**config.mk**
```make
export PLATFORM = sky130hd
export DESIGN_NAME = kbps_tables
export DESIGN_NICKNAME = d
export VERILOG_FILES = /design/src/design/kbps_pkg.sv /design/src/design/kbps_tables.sv
export SDC_FILE = /design/constraint.sdc
export NUM_CORES = 2
export LEC_CHECK = 0
export BUFFER_PORTS_ARGS = -buffer_cell sky130_fd_sc_hd__buf_4
export CORE_MARGIN = 1
export CORE_UTILIZATION = 35
export CTS_BUF_LIST = sky130_fd_sc_hd__clkbuf_4 sky130_fd_sc_hd__clkbuf_8 sky130_fd_sc_hd__clkbuf_16
export CTS_CLUSTER_SIZE = 30
export DETAILED_ROUTE_END_ITERATION = 6
export GPL_ROUTABILITY_DRIVEN = 0
export PLACE_DENSITY = 0.47
export SETUP_SLACK_MARGIN = 0.4
export SKIP_CTS_REPAIR_TIMING = 1
export SLEW_MARGIN = 20
export SYNTH_ARGS = -nofsm -noshare
export SYNTH_HDL_FRONTEND = slang
export SYNTH_SLANG_ARGS = --single-unit
```
**constraint.sdc**
```tcl
create_clock -name clk -period 8.2 [get_ports clk]
set_clock_uncertainty 0.05 [all_clocks]
set_input_delay 0.82 -clock clk [delete_from_list [all_inputs] [get_ports clk]]
set_output_delay 0.82 -clock clk [all_outputs]
set_load 0.01 [all_outputs]
```
**src/design/kbps_pkg.sv**
```systemverilog
package kbps_pkg;

  localparam int unsigned SIDE_BITS = 4;
  localparam int unsigned CELL_BITS = 2 * SIDE_BITS;
  localparam int unsigned CELLS     = 1 << CELL_BITS;

  localparam logic [2:0] OP_BEGIN   = 3'd0;
  localparam logic [2:0] OP_KEY     = 3'd1;
  localparam logic [2:0] OP_FINISH  = 3'd2;
  localparam logic [2:0] OP_ENCRYPT = 3'd3;
  localparam logic [2:0] OP_DECRYPT = 3'd4;

  localparam logic [1:0] STS_OK        = 2'd0;
  localparam logic [1:0] STS_NOT_READY = 2'd1;
  localparam logic [1:0] STS_BAD_COORD = 2'd2;

  typedef struct packed {
    logic [2:0] operation;
    logic [7:0] data_byte;
    logic [7:0] col_byte;
  } in_item_t;

  typedef struct packed {
    logic [7:0] out_byte;
    logic [1:0] status;
    logic       last;
  } out_item_t;

  typedef struct packed {
    logic                 clear;
    logic                 place;
    logic [7:0]           place_byte;
    logic                 rd;
    logic [CELL_BITS-1:0] rd_addr;
  } tbl_cmd_t;

  typedef struct packed {
    logic [CELL_BITS-1:0] b2c_q;
    logic [7:0]           c2b_q;
  } tbl_rsp_t;

  function automatic out_item_t mk_out(logic [7:0] b, logic [1:0] s, logic l);
    out_item_t o;
    o.out_byte = b;
    o.status   = s;
    o.last     = l;
    return o;
  endfunction

endpackage

```
**src/design/kbps_tables.sv**
```systemverilog
module kbps_tables (
  input  logic             clk,
  input  logic             rst_n,
  input  kbps_pkg::tbl_cmd_t cmd,
  output kbps_pkg::tbl_rsp_t rsp
);

  logic [7:0]                     c2b_mem [kbps_pkg::CELLS];
  logic [kbps_pkg::CELL_BITS-1:0] b2c_mem [kbps_pkg::CELLS];
  logic [kbps_pkg::CELLS-1:0]     used_r;
  logic [kbps_pkg::CELL_BITS:0]   fill_r;
  logic                           do_place;

  // place a byte at the next free cell unless already used or the square is full
  assign do_place = cmd.place && !used_r[cmd.place_byte] && !fill_r[kbps_pkg::CELL_BITS];

  always_ff @(posedge clk) begin
    if (!rst_n || cmd.clear) begin
      used_r <= '0;
      fill_r <= '0;
    end else if (do_place) begin
      used_r[cmd.place_byte] <= 1'b1;
      fill_r <= fill_r + 1'b1;
    end
  end

  always_ff @(posedge clk) begin
    if (do_place) begin
      c2b_mem[fill_r[kbps_pkg::CELL_BITS-1:0]] <= cmd.place_byte;
      b2c_mem[cmd.place_byte] <= fill_r[kbps_pkg::CELL_BITS-1:0];
    end
    if (cmd.rd) begin
      rsp.c2b_q <= c2b_mem[cmd.rd_addr];
      rsp.b2c_q <= b2c_mem[cmd.rd_addr];
    end
  end

  a_fill_bound: assert property (@(posedge clk) disable iff (!rst_n)
    fill_r <= kbps_pkg::CELLS)
    else $error("fill count past square size");

  a_place_grows: assert property (@(posedge clk) disable iff (!rst_n)
    do_place && !cmd.clear |=> fill_r == $past(fill_r) + 1'b1)
    else $error("placed byte did not advance fill");

  a_used_count: assert property (@(posedge clk) disable iff (!rst_n)
    $countones(used_r) == fill_r)
    else $error("used bits disagree with fill count");

endmodule

```
==> out/results.tsv <==
stage	metric	value	unit
routing	initial drt markers	8361	
job	max-cap violations	0	
floorplan	I/O pin count	37	
critical_path	Critical Path, Cell by Cell	buf_8 -> buf_4 -> mux4_2 -> a22oi_1 -> a21oi_1 -> or4_1 -> o211a_1 -> nor3_4 -> buf_4 -> nand3_2 -> buf_4 -> nor2_1	
synth	sequential area share after synthesis	76.4	%
min_path	Worst Hold Path EP	c2b_mem[16][3]	
synth	Mapped Avg Cell Area	22.6	um2
synth	synth top area cells	edfxtp_1 73%, mux4_2 19%, dfxtp_1 3.1%	
routing	TritonRoute pass-1 iters	5	
power_and_ir_drop	Cell Pwr Density	243	nW/um2
critical_path	worst r2r dst	c2b_mem[238][4]	
min_path	Hold Path Class	input port to flop	
timing	min cycle time layout	5340	ps
outcome	run status	completed	
critical_path	crit end category	flop	
power_and_ir_drop	Peak VDD IR	0.000196	V
synth	Synth Flop Type	edfxtp_1	
synth	Mapped Nets	7475	
power_and_ir_drop	Lkg Pwr	57.5	nW
critical_path	worst r2r path cells	10	
global_routing	vias in the first global route	81700	
place	dpl ws	1790	ps
timing	Total Neg Setup Slack	0	ps
synth	Post-synth EDFFs	4112	
routing	Final ANT Viol Nets	0	
critical_path	CP bufs+invs	4	
clocking	Worst-path clk slew	60	ps
critical_path	WP data required	8740	ps
timing	Setup violations, final	0	
synth	Yosys top cell area share	73.2	%
critical_path	CP max stage cell	buf_8	
critical_path	critical path type	input port to flop	
global_routing	gr usage total	18.9	%
synth	Seq cells post-synth	4377	
global_routing	initial antenna violation count	18	
cells_and_area	Layout fillers	42000	
routing	total number of vias	78400	
floorplan	die area	485000	um2
synth	synth unique cells	51	
timing	RSZ-0062 raised after global routing	no	
place	dpl hpwl	277	mm
timing	Final Worst Setup Slack	2860	ps
synth	ys async rst share	0	%
critical_path	most frequent cell on the critical path	buf_4	
timing	crit share post-route	65.1	%
cells_and_area	nets	7686	
clocking	CTS H-Tree Depth	5	
synth	Syn Std Cell Area	169000	um2
timing	measured slew at the worst slew-check pin	1130	ps
cells_and_area	layout cells sized above 1	31.1	%
synth	top cells by count, synth	4112 x edfxtp_1, 1388 x mux4_2, 542 x nor2_1, 315 x clkbuf_1, 265 x dfxtp_1	
synth	Yosys warning count	0	
clocking	Max Root-Sink Buffers	4	
routing	via density per instance	5.44	
routing	final wirelength	461	mm
global_routing	pin count of the biggest net entering global routing	211	
place	PortBufs	36	
clocking	CTS tree	built	
critical_path	Crit path arrival time	5880	ps
timing	Hold Vio Cnt, Final	0	
min_path	hold path cells	1	
synth	post-synth top area cell	edfxtp_1	
critical_path	reg2reg setup slack	3340	ps
min_path	hold path start	cmd[12]	
cells_and_area	Syn-to-layout area delta	14.2	%
critical_path	origin of the critical flop-to-flop path	used_r[22]	
critical_path	CP Depth	12	
clocking	clk sinks	4377	
clocking	TritonCTS Buffers	454	
cells_and_area	post-route cell area	193000	um2
clocking	Skew-Pair Late Insertion Delay	1030	ps
floorplan	Die Span Y	696	um
place	Placed Area	178000	um2
clocking	clock root buffer	clkbuf_16	
synth	cells after synthesis	7450	
global_routing	first-pass GRT wire length	655	mm
timing	Max transition margin	24.3	%
routing	Remaining DRCs	0	
cells_and_area	Final Util	40.2	%
synth	most frequent cell after synthesis	edfxtp_1	
critical_path	cell family with most CP delay	buffers and inverters	
floorplan	core area	479000	um2
critical_path	Critical Path Source Type	input port	
timing	f_max	187	MHz
floorplan	Initial Util	35.2	%
global_routing	Congestion Overflow GR	0	
floorplan	Rows	254	
critical_path	CP peak stage delay	650	ps
critical_path	crit path max fanout	85	
floorplan	Die Wd	696	um
timing	Slew Viols, Final	0	
routing	wire per inst	31.9	um
## cell families after synthesis
| family | after synthesis | share of synthesized area (%) |
|---|---|---|
| compound gates | 313 | 1.41 |
| buf+inv | 483 | 1.17 |
| flops | 4377 | 76.4 |
| xor+xnor | 2 | 0.0104 |
| mux | 1437 | 18.8 |
| simple gates | 834 | 2.18 |
| fa+ha+maj | 4 | 0.0297 |
## cell usage in the layout, fill, tap and decap left out, types with 10 or more instances in the layout
master and instances:
a22o_1 134, a22oi_1 49, buf_12 29, buf_4 184
buf_8 12, bufinv_16 43, clkbuf_16 463, clkbuf_4 82
clkbuf_8 10, clkinv_1 80, clkinv_2 102, clkinv_4 10
clkinvlp_4 18, dfxtp_1 257, edfxtp_1 4112, mux2i_1 47
mux4_2 1388, nand2_1 108, nand2_2 17, nand3_1 19
nand3_4 12, nor2_1 537, nor2_2 10, nor2b_1 14
nor4_2 38, nor4_4 26, o21a_1 51, o21ai_0 54
## power by group
part           total [mW]  switching, mW  internal, mW
Sequential           24.3         0.0306          24.3
Combinational        1.88           1.19         0.683
Clock                20.7           8.67          12.0
## state kept, by name, summed over array words and instances, names as in the netlist
register and count:
rsp 16, used_r 256, fill_r 9, c2b_mem 2048, b2c_mem 2048
## per-stage QoR
stage / power, mW / hold WS (ps) / cells
global placement: 26.7 / 380 / 13600
global route: 48.1 / 121 / 14400
detailed placement: 26.7 / 391 / 13600
finish: 46.9 / 176 / 14400
CTS: 47.3 / 97.4 / 14400
floorplan: 25.8 / 370 / 7450
## how the worst max path moves through the flow
stage | from | endpoint | slack, ps
floorplan | fill_r[0] | c2b_mem[111][0] | 2320
global placement | cmd[9] | b2c_mem[125][5] | 1300
CTS | cmd[9] | c2b_mem[206][2] | 2920
global route | cmd[9] | c2b_mem[85][3] | 2650
finish | cmd[9] | c2b_mem[238][4] | 2860
detailed placement | cmd[9] | c2b_mem[21][4] | 1790
## cell type report
class	count	area [um2]	area share [%]
tap	6400	8010	4.16
antenna	5	12.5	0.00650
sequential	4377	129000	66.9
multi-input combinational	2590	38600	20.1
timing repair buffer	235	2310	1.20
clock buffer	553	12300	6.39
clock inverter	268	2530	1.32
inverter	3	11.3	0.00585
## metal layers
metal | global-route usage (%) | vias up | share of wire [%]
met4 | 4.39 | 2 | 2.4
met1 | 27.2 | 43400 | 44
li1 | - | 32100 | -
met3 | 2.64 | 584 | 5.3
met5 | 0 | - | 0.0026
met2 | 30.5 | 2431 | 48
## worst reg2reg max path: cells and delay by family, from the launching register on
kind | cells | cell delay (ps)
and+or+nand+nor | 4 | 1910
buffers and inverters | 2 | 830
muxes | 2 | 690
AOI/OAI and AO/OA | 2 | 660
DFF | 1 | 320
(Power assumes the default switching activity.)
