## config.mk

```make
export PLATFORM = sky130hd
export DESIGN_NAME = kbps_ctrl
export DESIGN_NICKNAME = d
export VERILOG_FILES = /design/src/design/kbps_pkg.sv /design/src/design/kbps_ctrl.sv
export SDC_FILE = /design/constraint.sdc
export NUM_CORES = 1
export LEC_CHECK = 0
export BUFFER_PORTS_ARGS = -buffer_cell sky130_fd_sc_hd__clkbuf_2
export CORE_ASPECT_RATIO = 1.75
export CORE_UTILIZATION = 47
export DETAILED_ROUTE_END_ITERATION = 10
export GPL_TIMING_DRIVEN = 0
export PLACE_DENSITY = 0.84
export SETUP_SLACK_MARGIN = 0.3
export SLEW_MARGIN = 40
export SYNTH_ARGS = -nofsm -noshare
export SYNTH_HDL_FRONTEND = slang
export SYNTH_SLANG_ARGS = --single-unit
export TNS_END_PERCENT = 1
```

## constraint.sdc

```tcl
create_clock -name clk -period 3.2 [get_ports clk]
set_clock_uncertainty 0.1 [all_clocks]
set_input_delay 0.48 -clock clk [delete_from_list [all_inputs] [get_ports clk]]
set_output_delay 0.48 -clock clk [all_outputs]
set_load 0.005 [all_outputs]
```

## src/design/kbps_pkg.sv

```systemverilog
package kbps_pkg;

  localparam int unsigned SIDE_BITS = 4;
  localparam int unsigned CELL_BITS = 2 * SIDE_BITS;
  localparam int unsigned CELLS     = 1 << CELL_BITS;

  localparam logic [2:0] OP_BEGIN   = 3'd0;
  localparam logic [2:0] OP_KEY     = 3'd1;
  localparam logic [2:0] OP_FINISH  = 3'd2;
  localparam logic [2:0] OP_ENCRYPT = 3'd3;
  localparam logic [2:0] OP_DECRYPT = 3'd4;

  localparam logic [1:0] STS_OK        = 2'd0;
  localparam logic [1:0] STS_NOT_READY = 2'd1;
  localparam logic [1:0] STS_BAD_COORD = 2'd2;

  typedef struct packed {
    logic [2:0] operation;
    logic [7:0] data_byte;
    logic [7:0] col_byte;
  } in_item_t;

  typedef struct packed {
    logic [7:0] out_byte;
    logic [1:0] status;
    logic       last;
  } out_item_t;

  typedef struct packed {
    logic                 clear;
    logic                 place;
    logic [7:0]           place_byte;
    logic                 rd;
    logic [CELL_BITS-1:0] rd_addr;
  } tbl_cmd_t;

  typedef struct packed {
    logic [CELL_BITS-1:0] b2c_q;
    logic [7:0]           c2b_q;
  } tbl_rsp_t;

  function automatic out_item_t mk_out(logic [7:0] b, logic [1:0] s, logic l);
    out_item_t o;
    o.out_byte = b;
    o.status   = s;
    o.last     = l;
    return o;
  endfunction

endpackage

```

## src/design/kbps_ctrl.sv

```systemverilog
module kbps_ctrl (
  input  logic                clk,
  input  logic                rst_n,
  input  logic                start,
  input  kbps_pkg::in_item_t  in_item,
  output logic                busy,
  output kbps_pkg::tbl_cmd_t  cmd,
  input  kbps_pkg::tbl_rsp_t  rsp,
  output logic                out_valid,
  output kbps_pkg::out_item_t out_item
);

  localparam logic [2:0] ST_IDLE    = 3'd0;
  localparam logic [2:0] ST_FILL    = 3'd1;
  localparam logic [2:0] ST_ENC_RD  = 3'd2;
  localparam logic [2:0] ST_ENC_COL = 3'd3;
  localparam logic [2:0] ST_DEC_RD  = 3'd4;

  logic [2:0]                     state_r, state_nxt;
  logic [7:0]                     fill_v_r, fill_v_nxt;
  logic                           key_seen_r, key_seen_nxt;
  logic                           ready_r, ready_nxt;
  logic [kbps_pkg::SIDE_BITS-1:0] col_r, col_nxt;
  logic                           out_valid_r, out_valid_nxt;
  kbps_pkg::out_item_t            out_item_r, out_item_nxt;
  logic                           accept;

  assign busy      = (state_r != ST_IDLE);
  assign accept    = start && !busy;
  assign out_valid = out_valid_r;
  assign out_item  = out_item_r;

  always_comb begin
    state_nxt     = state_r;
    fill_v_nxt    = fill_v_r;
    key_seen_nxt  = key_seen_r;
    ready_nxt     = ready_r;
    col_nxt       = col_r;
    out_valid_nxt = 1'b0;
    out_item_nxt  = out_item_r;
    cmd           = '0;
    case (state_r)
      ST_IDLE: begin
        if (accept) begin
          case (in_item.operation)
            kbps_pkg::OP_BEGIN: begin
              cmd.clear    = 1'b1;
              key_seen_nxt = 1'b0;
              ready_nxt    = 1'b0;
            end
            kbps_pkg::OP_KEY: begin
              if (!ready_r) begin
                cmd.place      = 1'b1;
                cmd.place_byte = in_item.data_byte;
                key_seen_nxt   = 1'b1;
              end
            end
            kbps_pkg::OP_FINISH: begin
              if (ready_r) begin
                out_valid_nxt = 1'b1;
                out_item_nxt  = kbps_pkg::mk_out(8'd0, kbps_pkg::STS_OK, 1'b1);
              end else if (!key_seen_r) begin
                out_valid_nxt = 1'b1;
                out_item_nxt  = kbps_pkg::mk_out(8'd0, kbps_pkg::STS_NOT_READY, 1'b1);
              end else begin
                fill_v_nxt = '0;
                state_nxt  = ST_FILL;
              end
            end
            kbps_pkg::OP_ENCRYPT: begin
              if (!ready_r) begin
                out_valid_nxt = 1'b1;
                out_item_nxt  = kbps_pkg::mk_out(8'd0, kbps_pkg::STS_NOT_READY, 1'b1);
              end else begin
                cmd.rd      = 1'b1;
                cmd.rd_addr = in_item.data_byte;
                state_nxt   = ST_ENC_RD;
              end
            end
            kbps_pkg::OP_DECRYPT: begin
              if (!ready_r) begin
                out_valid_nxt = 1'b1;
                out_item_nxt  = kbps_pkg::mk_out(8'd0, kbps_pkg::STS_NOT_READY, 1'b1);
              end else if (in_item.data_byte[7:kbps_pkg::SIDE_BITS] != '0 ||
                           in_item.col_byte[7:kbps_pkg::SIDE_BITS] != '0) begin
                out_valid_nxt = 1'b1;
                out_item_nxt  = kbps_pkg::mk_out(8'd0, kbps_pkg::STS_BAD_COORD, 1'b1);
              end else begin
                cmd.rd      = 1'b1;
                cmd.rd_addr = {in_item.data_byte[kbps_pkg::SIDE_BITS-1:0],
                               in_item.col_byte[kbps_pkg::SIDE_BITS-1:0]};
                state_nxt   = ST_DEC_RD;
              end
            end
            default: begin
            end
          endcase
        end
      end
      ST_FILL: begin
        cmd.place      = 1'b1;
        cmd.place_byte = fill_v_r;
        fill_v_nxt     = fill_v_r + 8'd1;
        if (fill_v_r == 8'hFF) begin
          ready_nxt     = 1'b1;
          out_valid_nxt = 1'b1;
          out_item_nxt  = kbps_pkg::mk_out(8'd0, kbps_pkg::STS_OK, 1'b1);
          state_nxt     = ST_IDLE;
        end
      end
      ST_ENC_RD: begin
        out_valid_nxt = 1'b1;
        out_item_nxt  = kbps_pkg::mk_out({4'd0, rsp.b2c_q[kbps_pkg::CELL_BITS-1:kbps_pkg::SIDE_BITS]},
                                         kbps_pkg::STS_OK, 1'b0);
        col_nxt       = rsp.b2c_q[kbps_pkg::SIDE_BITS-1:0];
        state_nxt     = ST_ENC_COL;
      end
      ST_ENC_COL: begin
        out_valid_nxt = 1'b1;
        out_item_nxt  = kbps_pkg::mk_out({4'd0, col_r}, kbps_pkg::STS_OK, 1'b1);
        state_nxt     = ST_IDLE;
      end
      ST_DEC_RD: begin
        out_valid_nxt = 1'b1;
        out_item_nxt  = kbps_pkg::mk_out(rsp.c2b_q, kbps_pkg::STS_OK, 1'b1);
        state_nxt     = ST_IDLE;
      end
      default: begin
        state_nxt = ST_IDLE;
      end
    endcase
  end

  always_ff @(posedge clk) begin
    if (!rst_n) begin
      state_r     <= ST_IDLE;
      fill_v_r    <= '0;
      key_seen_r  <= 1'b0;
      ready_r     <= 1'b0;
      out_valid_r <= 1'b0;
    end else begin
      state_r     <= state_nxt;
      fill_v_r    <= fill_v_nxt;
      key_seen_r  <= key_seen_nxt;
      ready_r     <= ready_nxt;
      out_valid_r <= out_valid_nxt;
    end
  end

  always_ff @(posedge clk) begin
    col_r      <= col_nxt;
    out_item_r <= out_item_nxt;
  end

  a_col_follows: assert property (@(posedge clk) disable iff (!rst_n)
    out_valid_r && !out_item_r.last |=> out_valid_r && out_item_r.last)
    else $error("row byte not followed by column byte");

  a_quiet_fill: assert property (@(posedge clk) disable iff (!rst_n)
    state_r == ST_FILL |-> !out_valid_r)
    else $error("result during table fill");

  a_err_zero: assert property (@(posedge clk) disable iff (!rst_n)
    out_valid_r && out_item_r.status != kbps_pkg::STS_OK |->
      out_item_r.out_byte == 8'd0 && out_item_r.last)
    else $error("error result carries data");

  a_ready_needs_key: assert property (@(posedge clk) disable iff (!rst_n)
    ready_r |-> key_seen_r)
    else $error("table ready without key");

endmodule
```

==> flow_summary.toml <==
[floorplanning]
fp.dieW_um = 47.0
io-pin-count = 70
rows = 28
dieArea_mm2 = 0.00379
core_mm2 = 0.00336
start_util = 0.495
die_h_um = 80.7

[route]
routedWlPerCell_um = 13.7
totalWireLength_um = 4100
antenna_left = 0
routed_via_density = 5.50
via_count = 1644
drt_drc_violations_left = 0
drt-initial-drc-count = 46
drtPass1Iterations = 4

[yosys]
synth_top_family_by_area = "simple AND/OR/NAND/NOR gates"
avgSynthCellArea_um2 = 9.46
synth_cell_types = 48
synth_area_mm2 = 0.00167
syn_inst = 176
seq_area_frac_synth = 0.439
synth_xor_area_frac = 0.00526
yosys.area_share.simple = 0.286
synth_compound_area_frac = 0.215
synth_nets = 215
yosysWarnings = 0
synthAdderAreaFrac = 0.00751
ys_seq_elements = 29
synth_mux_area_frac = 0.00601

[clock_tree]
post_cts_resized = 0
clkLatencyLatePin_ns = 0.27
htree_levels = 2
clk_path_buf_depth = 2
cts_sinks = 29
cts_buffers = 5
clk_pin_slew_ns = 0.06
cts_tree = "built"
root_buffer = "clkbuf_8"

[timing]
fin_tns_setup_ns = 0
drv_slew = 0
grt_setup_unrepaired = "no"
setup_violations = 0
min_period_ns = 2.76
hold_viol = 0
max_slew_margin = 0.479
max_slew.worst_pin.slew_ns = 0.778
period_share = 0.864
fmax_ghz = 0.362

[cells_and_area]
layout-drive-gt1-share = 0.366
antenna_cells = 0
nets = 292
fin_cells = 299
syn2layout_area_growth_pct = 29.8

[pwr]
power_density_mw_per_mm2 = 406
peakVddDrop_uv = 352
switchingPower_mw = 0.236
power.share.sequential = 0.494
leakage_nw = 0.903
combinationalPowerShare = 0.193
p_int_mw = 0.643
switching_share = 0.268
clockPowerShare = 0.314

[critical_path]
startpoint = "state_r[1]"
r2r-end = "out_item[10]"
worstPathArrival_ns = 2.18
r2r_cells = 5
crit_path_start_kind = "register"
cp_max_fo = 10
crit_type = "reg -> out"
end_kind = "output port"
crit_end = "cmd[11]"
reg2reg_from = "fill_v_r[0]"
r2r_setup_slack_ns = 0.88
required_ns = 2.62

[place]
placed_cells = 290
gp_congestion = 0.836
port_buffers = 69
dp_hpwl_um = 3150

[grt]
grt_start_max_net_pins = 12
grt_pass1_vias = 1543
grt_use_total = 0.237
antenna_found_initial = 0
grt_pass1_wl_um = 6510
overflow = 0

[outcome]
status = "complete, no violations"

[worst_hold_path]
hold_class = "in -> reg"

[flow_run]
max_cap_violations = 0
[placed cells by master, fill, tap and decap left out, types with 6 or more instances in the layout]
cell type	count
clkbuf_2	69
nor2_1	21
edfxtp_1	15
dfxtp_1	14
a22oi_1	12
nand2_1	10
o21ai_0	9
a21oi_1	8
clkbuf_1	6
[worst max-delay path: stages (launching register included)]
cell,delay (ns)
dfxtp_1,0.31
buf_6,0.14
or4b_4,0.51
buf_6,0.15
nor4b_4,0.23
buf_4,0.22
a22oi_2,0.07
nor3_2,0.14
clkbuf_2,0.14
[synth_stat cells (all sizes together)]
library cell  count  share of area
nand2            10          0.023
a22oi            15          0.077
inv               5          0.011
and3              5          0.019
nand3b            1         0.0045
or2               1         0.0038
nor3              8          0.036
edfxtp           15           0.27
or4b              1         0.0083
a31oi             4          0.015
nor2b             4          0.015
a22o              5          0.026
a21o              1         0.0045
nand4             2         0.0075
nor4bb            1         0.0060
a21oi             8          0.024
clkbuf            5          0.011
o31ai             2         0.0090
nand3             3         0.0090
o32ai             1         0.0053
o21bai            1         0.0045
mux2i             1         0.0060
or3b              1         0.0053
dfxtp            14           0.17
nor4b             2          0.020
nor3b             2          0.012
buf               4          0.019
ha                1         0.0075
and2b             1         0.0045
nor4              2         0.0075
xor2              1         0.0053
or4               4          0.018
a211o             1         0.0053
or3               4          0.015
o21ai            10          0.030
a41oi             1         0.0053
nand2b            2         0.0075
o21a              2         0.0090
and2              3          0.011
nor2             21          0.047
nand4bb           1         0.0068
[worst min path at each step]
stage,from,to,cells after the start
CTS,rsp[10],col_r[2],1
floorplan,key_seen_r,key_seen_r,2
global placement,key_seen_r,key_seen_r,2
detailed placement,fill_v_r[7],fill_v_r[7],2
global route,rsp[10],col_r[2],1
finish,rsp[9],col_r[1],1
[kinds of logic after synthesis]
logic type	after synthesis
buffers and inverters	14
AO/OA/AOI/OAI	51
AND/OR/NAND/NOR	79
flip-flops	29
adder cells (fa/ha/maj)	1
multiplexers	1
XOR/XNOR	1
[what timing repair did]
action	CTS	global route
hold buffers	0	0
buffers inserted	1	0
endpoints found under the setup margin	3	0
[cell type report]
class / count / area [µm²]
Fill cell: 324 / 1200
Multi-Input combinational cell: 133 / 871
Sequential cell: 29 / 731
Timing Repair Buffer: 70 / 353
Clock buffer: 6 / 72.6
Tap cell: 45 / 56.3
Buffer: 9 / 50.0
Inverter: 5 / 18.8
Clock inverter: 2 / 10.0
[power groups by stage]
| stage | Sequential (mW) | Combinational [mW] | Clock (mW) |
|---|---|---|---|
| 4_1_cts | 0.434 | 0.170 | 0.280 |
| 2_1_floorplan | 0.442 | 0.0903 | 0 |
| 3_5_place_dp | 0.441 | 0.168 | 0 |
| 5_1_grt | 0.437 | 0.188 | 0.295 |
| 3_3_place_gp | 0.440 | 0.165 | 0 |
| 6_report | 0.434 | 0.169 | 0.276 |
[stage by stage]
| step | instance area (µm²) | worst slack [ns] | power [mW] | hold WS (ns) | utilization |
|---|---|---|---|---|---|
| 2_1_floorplan | 1670 | 0.739 | 0.533 | 0.356 | - |
| 3_3_place_gp | 2070 | 0.270 | 0.605 | 0.371 | 0.615 |
| 3_5_place_dp | 2070 | 0.417 | 0.609 | 0.401 | 0.616 |
| 4_1_cts | 2160 | 0.420 | 0.884 | 0.277 | 0.643 |
| 5_1_grt | 2160 | 0.337 | 0.921 | 0.274 | 0.643 |
| 6_report | 2160 | 0.435 | 0.878 | 0.287 | 0.643 |
[registers in the layout, summed over array words and instances, names as in the netlist]
| name | flops |
|---|---|
| ready_r | 1 |
| out_item | 11 |
| key_seen_r | 1 |
| col_r | 4 |
| state_r | 3 |
| fill_v_r | 8 |
| out_valid | 1 |
[layer usage]
layer,part of all wire,global-route usage
met1,0.38,0.244
met2,0.56,0.432
met3,0.047,0.0533
met4,0.016,0.0971
met5,0,0
Note: power is estimated with default switching activity, not from simulation.
